### src/rtl/ffha_pkg.sv
// Shared constants for the first-fit heap allocator: field widths, stream packing,
// operation and status codes, reset values and parameter defaults.
// No dependencies.
`default_nettype none
package ffha_pkg;
	localparam int ADDR_BITS = 32;
	localparam int ALIGN_BITS = 13;
	localparam int CNT_OUT_BITS = 7;
	localparam int MAX_BLOCKS_DEF = 64;
	localparam int HEADER_BYTES_DEF = 8;
	localparam int MARKER_BYTES_DEF = 16;

	localparam int S_DATA_BITS = 72;   // 65 bits of fields, zero filled
	localparam int M_DATA_BITS = 104;  // 103 bits of fields, zero filled

	localparam logic [1:0] OP_ALLOC = 2'd0;
	localparam logic [1:0] OP_RELEASE = 2'd1;
	localparam logic [1:0] OP_PLANT = 2'd2;
	localparam logic [1:0] OP_UNUSED = 2'd3;

	localparam logic [1:0] ST_OK = 2'd0;
	localparam logic [1:0] ST_NO_SPACE = 2'd1;
	localparam logic [1:0] ST_NOT_FOUND = 2'd2;

	localparam logic [1:0] REG_HEAP_START = 2'd0;
	localparam logic [1:0] REG_HEAP_END = 2'd1;
	localparam logic [1:0] REG_ALIGN = 2'd2;

	localparam logic [ADDR_BITS-1:0] HEAP_START_RST = 32'd0;
	localparam logic [ADDR_BITS-1:0] HEAP_END_RST = 32'd65536;
	localparam logic [ALIGN_BITS-1:0] ALIGN_RST = 13'd8;
endpackage
`default_nettype wire

### src/rtl/ffha_mod_unit.sv
// Bit-serial remainder unit: dividend modulo a 13-bit unit, one bit per cycle.
// Depends on ffha_pkg.
`default_nettype none
module ffha_mod_unit import ffha_pkg::*; (
	input  wire logic                  clk,
	input  wire logic                  arst_n,
	input  wire logic                  start,
	input  wire logic [ADDR_BITS-1:0]  dividend,
	input  wire logic [ALIGN_BITS-1:0] divisor,
	output logic                       done,
	output logic [ALIGN_BITS-1:0]      remainder
);
	localparam int CNT_W = $clog2(ADDR_BITS);

	logic                  busy_q;
	logic                  done_q;
	logic [CNT_W-1:0]      cnt_q;
	logic [ADDR_BITS-1:0]  dvd_q;
	logic [ALIGN_BITS-1:0] rem_q;
	logic [ALIGN_BITS-1:0] div_q;
	logic [ALIGN_BITS:0]   trial;
	logic                  last_bit;

	assign trial = {rem_q, dvd_q[ADDR_BITS-1]};
	assign last_bit = (cnt_q == CNT_W'(ADDR_BITS - 1));

	always_ff @(posedge clk or negedge arst_n) begin
		if (!arst_n) begin
			busy_q <= 1'b0;
			done_q <= 1'b0;
			cnt_q  <= '0;
		end else begin
			done_q <= !start && busy_q && last_bit;
			if (start) begin
				busy_q <= 1'b1;
				cnt_q  <= '0;
			end else if (busy_q) begin
				cnt_q <= cnt_q + 1'b1;
				if (last_bit)
					busy_q <= 1'b0;
			end
		end
	end

	always_ff @(posedge clk) begin
		if (start) begin
			dvd_q <= dividend;
			rem_q <= '0;
			div_q <= divisor;
		end else if (busy_q) begin
			dvd_q <= {dvd_q[ADDR_BITS-2:0], 1'b0};
			if (trial >= {1'b0, div_q})
				rem_q <= ALIGN_BITS'(trial - {1'b0, div_q});
			else
				rem_q <= trial[ALIGN_BITS-1:0];
		end
	end

	assign done = done_q;
	assign remainder = rem_q;
endmodule
`default_nettype wire

### config.mk
export PLATFORM = sky130hd
export DESIGN_NAME = ffha_mod_unit
export DESIGN_NICKNAME = d
export VERILOG_FILES = /design/src/rtl/ffha_pkg.sv /design/src/rtl/ffha_mod_unit.sv
export SDC_FILE = /design/constraint.sdc
export NUM_CORES = 1
export LEC_CHECK = 0
export BUFFER_PORTS_ARGS = -buffer_cell sky130_fd_sc_hd__clkbuf_2
export CORE_ASPECT_RATIO = 0.8
export CORE_MARGIN = 2
export CORE_UTILIZATION = 58
export CTS_BUF_LIST = sky130_fd_sc_hd__clkbuf_2 sky130_fd_sc_hd__clkbuf_4 sky130_fd_sc_hd__clkbuf_8
export CTS_CLUSTER_DIAMETER = 60
export DETAILED_ROUTE_END_ITERATION = 12
export HOLD_SLACK_MARGIN = 0.15
export PLACE_DENSITY = 0.83
export SLEW_MARGIN = 20
export SYNTH_ARGS = -nofsm -noshare
export SYNTH_HDL_FRONTEND = slang
export SYNTH_SLANG_ARGS = --single-unit
export TNS_END_PERCENT = 20
### constraint.sdc
create_clock -name clk -period 3.4 [get_ports clk]
set_input_delay 0.34 -clock clk [delete_from_list [all_inputs] [get_ports clk]]
set_output_delay 0.34 -clock clk [all_outputs]
set_load 0.05 [all_outputs]
==> flow_metrics.tcl <==
set metrics [dict create \
    placed_cells 396 \
    dp_hpwl_mm 4.25 \
    yosys-top-cells-area "edfxtp_1 40%, mux2_2 11%, dfxtp_1 7.8%" \
    hold_viol 0 \
    fmax_mhz 360 \
    crit_fanout 9 \
    cts_resized 0 \
    fin_cells 416 \
    h-tree-depth 3 \
    synthFlopType "edfxtp_1" \
    regToRegStartpoint "dvd_q[31]" \
    status "finished clean" \
    leakage_nw 1.75 \
    yosysWarningCount 0 \
    finalCriticalPeriod_ns 2.78 \
    slew_headroom 0.379 \
    first_iter_violations 140 \
    syn-num-nets 329 \
    p_per_area_nw_per_um2 737 \
    dr.pass1.iters 4 \
    synth.top_cell.area_share 0.403 \
    drt_wl_total_mm 6.05 \
    drtAntennaViolNets 0 \
    synth-edff-count 45 \
    p_total_mw 2.88 \
    setup_tns_ns 0 \
    path_cells "inv_1 -> ha_1 -> fa_1 -> nand2b_1 -> a21oi_2 -> a211oi_2 -> o21ai_2 -> a41oi_4 -> or4_1 -> a311oi_1" \
    synth_seq_cells 65 \
    start_util 0.606 \
    coreArea_um2 5530 \
    drv_cap 0 \
    cpLargestDelayFamily "compound AO/OA/AOI/OAI gates" \
    wl_per_cell_um 14.5 \
    critical_path_class "flip-flop to flip-flop" \
    worstSetupStartpointType "flip-flop" \
    crit_path_top_delay_cell "or4_1" \
    cts_setup_buffers 0 \
    synthArstFlopShare 0.108 \
    grt-ovfl-total 0 \
    grt_pass1_wl_mm 9.82 \
    arrival_ns 3.03 \
    grt_pass1_vias 2110 \
    die_h_um 72.0 \
    synthCells 265 \
    insertion_delay_ns 0.35 \
    cp_num_buf_inv 1 \
    vias 2245 \
    synth_common_cells "45 x edfxtp_1, 33 x mux2_2, 26 x nor2_1" \
    hold_depth 1 \
    ctsLongestPathBuffers 2 \
    fp.dieArea_um2 6400 \
    rows 24 \
    slowest_delay_ns 0.57 \
    diodes 0 \
    syn_avg_cell_area_um2 12.6 \
    finalCritPeriodShare 0.817 \
    worst_slew_pin_slew_ns 0.932 \
    slew_violations 0 \
    syn_area_um2 3350 \
    end_kind "flip-flop" \
    grt.total_usage 0.206 \
    nets 397 \
    clock_skew_ns 0.0104 \
    cp.required_ns 3.66 \
    cts_tree "yes" \
    vdd_drop_max_uv 438 \
    yosysUniqueCellTypes 48 \
    dieWidth_um 89.0 \
    io_pins 62 \
    root_buffer "clkbuf_8" \
    grt_setup_unrepaired "no" \
    antenna_found_initial 0 \
    drive_gt1_frac 0.367 \
    route.detailed.drc 0 \
    synth.largest_area_cell "edfxtp_1" \
    cts_buffers 9 \
    r2r-end "remainder[8]" \
    vias_per_cell 5.40 \
    whs_ns 0.167 \
    yosysMostFrequentCell "edfxtp_1" \
    holdPathEnd "div_q[9]" \
    setup_viol 0 \
    r2r.worst_path.cells 10 \
    place.gp.congestion 0.795 \
    ys_seq_area_frac 0.533 \
    clkSinkCount 65 \
    path_clk_slew_ns 0.07 \
    port_buffers 61 \
    syn2layout_area_growth_pct 16.8 \
    grt_max_degree 41 \
    worstHoldPathType "primary input to flip-flop" \
    n_fill_cell 427 \
    hp-start "divisor[9]" \
    r2r_slack_ns 0.62 \
]
[how the worst max path moves through the flow]
| stage | depth (start not counted) | end | from |
|---|---|---|---|
| after floorplan | 9 | remainder[8] | remainder[0] |
| after global placement | 10 | remainder[8] | dvd_q[31] |
| after detailed placement | 10 | remainder[8] | dvd_q[31] |
| after CTS | 10 | remainder[8] | dvd_q[31] |
| after global routing | 10 | remainder[8] | dvd_q[31] |
| final | 10 | remainder[8] | dvd_q[31] |
[through the flow]
step | utilization | setup WS, ns | cell area (µm²)
detailed placement | 0.670 | 0.611 | 3700
global route | 0.708 | 0.464 | 3910
finish | 0.708 | 0.622 | 3910
global placement | 0.670 | 0.728 | 3700
CTS | 0.705 | 0.612 | 3890
floorplan | - | 0.557 | 3350
[power breakdown]
part | internal (mW) | switching (mW) | total (mW) | leakage, nW
clock | 0.262 | 0.309 | 0.572 | 0.0830
combinational | 0.504 | 0.748 | 1.25 | 1.00
sequential | 0.974 | 0.0868 | 1.06 | 0.664
[cell usage in the layout, fill, tap and decap left out, types with 2 or more instances in the layout]
| cell | instances |
|---|---|
| inv_1 | 17 |
| nor2_1 | 26 |
| clkinv_2 | 2 |
| mux2_2 | 33 |
| dlygate4sd3_1 | 4 |
| ha_1 | 15 |
| a21oi_1 | 4 |
| and3b_2 | 2 |
| nor4_1 | 2 |
| edfxtp_1 | 45 |
| nand4_1 | 2 |
| clkinvlp_4 | 2 |
| xnor2_1 | 10 |
| nor3b_1 | 2 |
| a31oi_1 | 3 |
| nand3_1 | 5 |
| clkbuf_2 | 61 |
| buf_4 | 5 |
| dfxtp_1 | 13 |
| a21o_1 | 3 |
| xor2_1 | 2 |
| a21oi_2 | 2 |
| nand2_1 | 8 |
| a211oi_1 | 10 |
| nand2b_1 | 3 |
| clkbuf_8 | 9 |
| dfrtp_1 | 7 |
| o21ai_0 | 5 |
| mux2i_1 | 11 |
[routing by layer]
layer	vias up	part of all wire	GRT usage
met5	-	0	0
li1	1122	-	-
met2	59	0.45	0.297
met3	7	0.064	0.0876
met1	1057	0.47	0.290
met4	0	0.012	0.0547
[sequential cells by signal, indices dropped and copies added, names as in the netlist]
register / flops
busy_q: 1
cnt_q: 5
div_q: 13
done: 1
dvd_q: 32
remainder: 13
[worst reg2reg max path, delay by kind of cell, from the launching register on]
family                     cells  cell delay, ns
buffers and inverters          1            0.05
AOI/OAI and AO/OA              5            0.93
and+or+nand+nor                2            0.77
DFF                            1            0.33
adders and majority gates      2            0.62
[cells by family after synthesis]
family | share of synthesized area
buffers and inverters | 0.0448
xor gates and xnor gates | 0.0314
and+or+nand+nor | 0.0923
muxes | 0.144
adders and majority gates | 0.0620
DFF | 0.533
AOI/OAI and AO/OA | 0.0923
[area by class of cell]
type	instances	area (µm²)	area share
Clock inverter	7	46.3	0.0118
Inverter	17	63.8	0.0163
Clock buffer	9	124	0.0316
Sequential cell	65	1790	0.457
Multi-Input combinational cell	170	1410	0.361
Timing Repair Buffer	70	383	0.0978
Tap cell	78	97.6	0.0249
[what timing repair did]
| item | in CTS | in global routing |
|---|---|---|
| hold buffers | 2 | 2 |
| setup endpoints to repair | 0 | 0 |
| hold endpoints to repair | 8 | 2 |
Note: power is estimated with default switching activity, not from simulation.
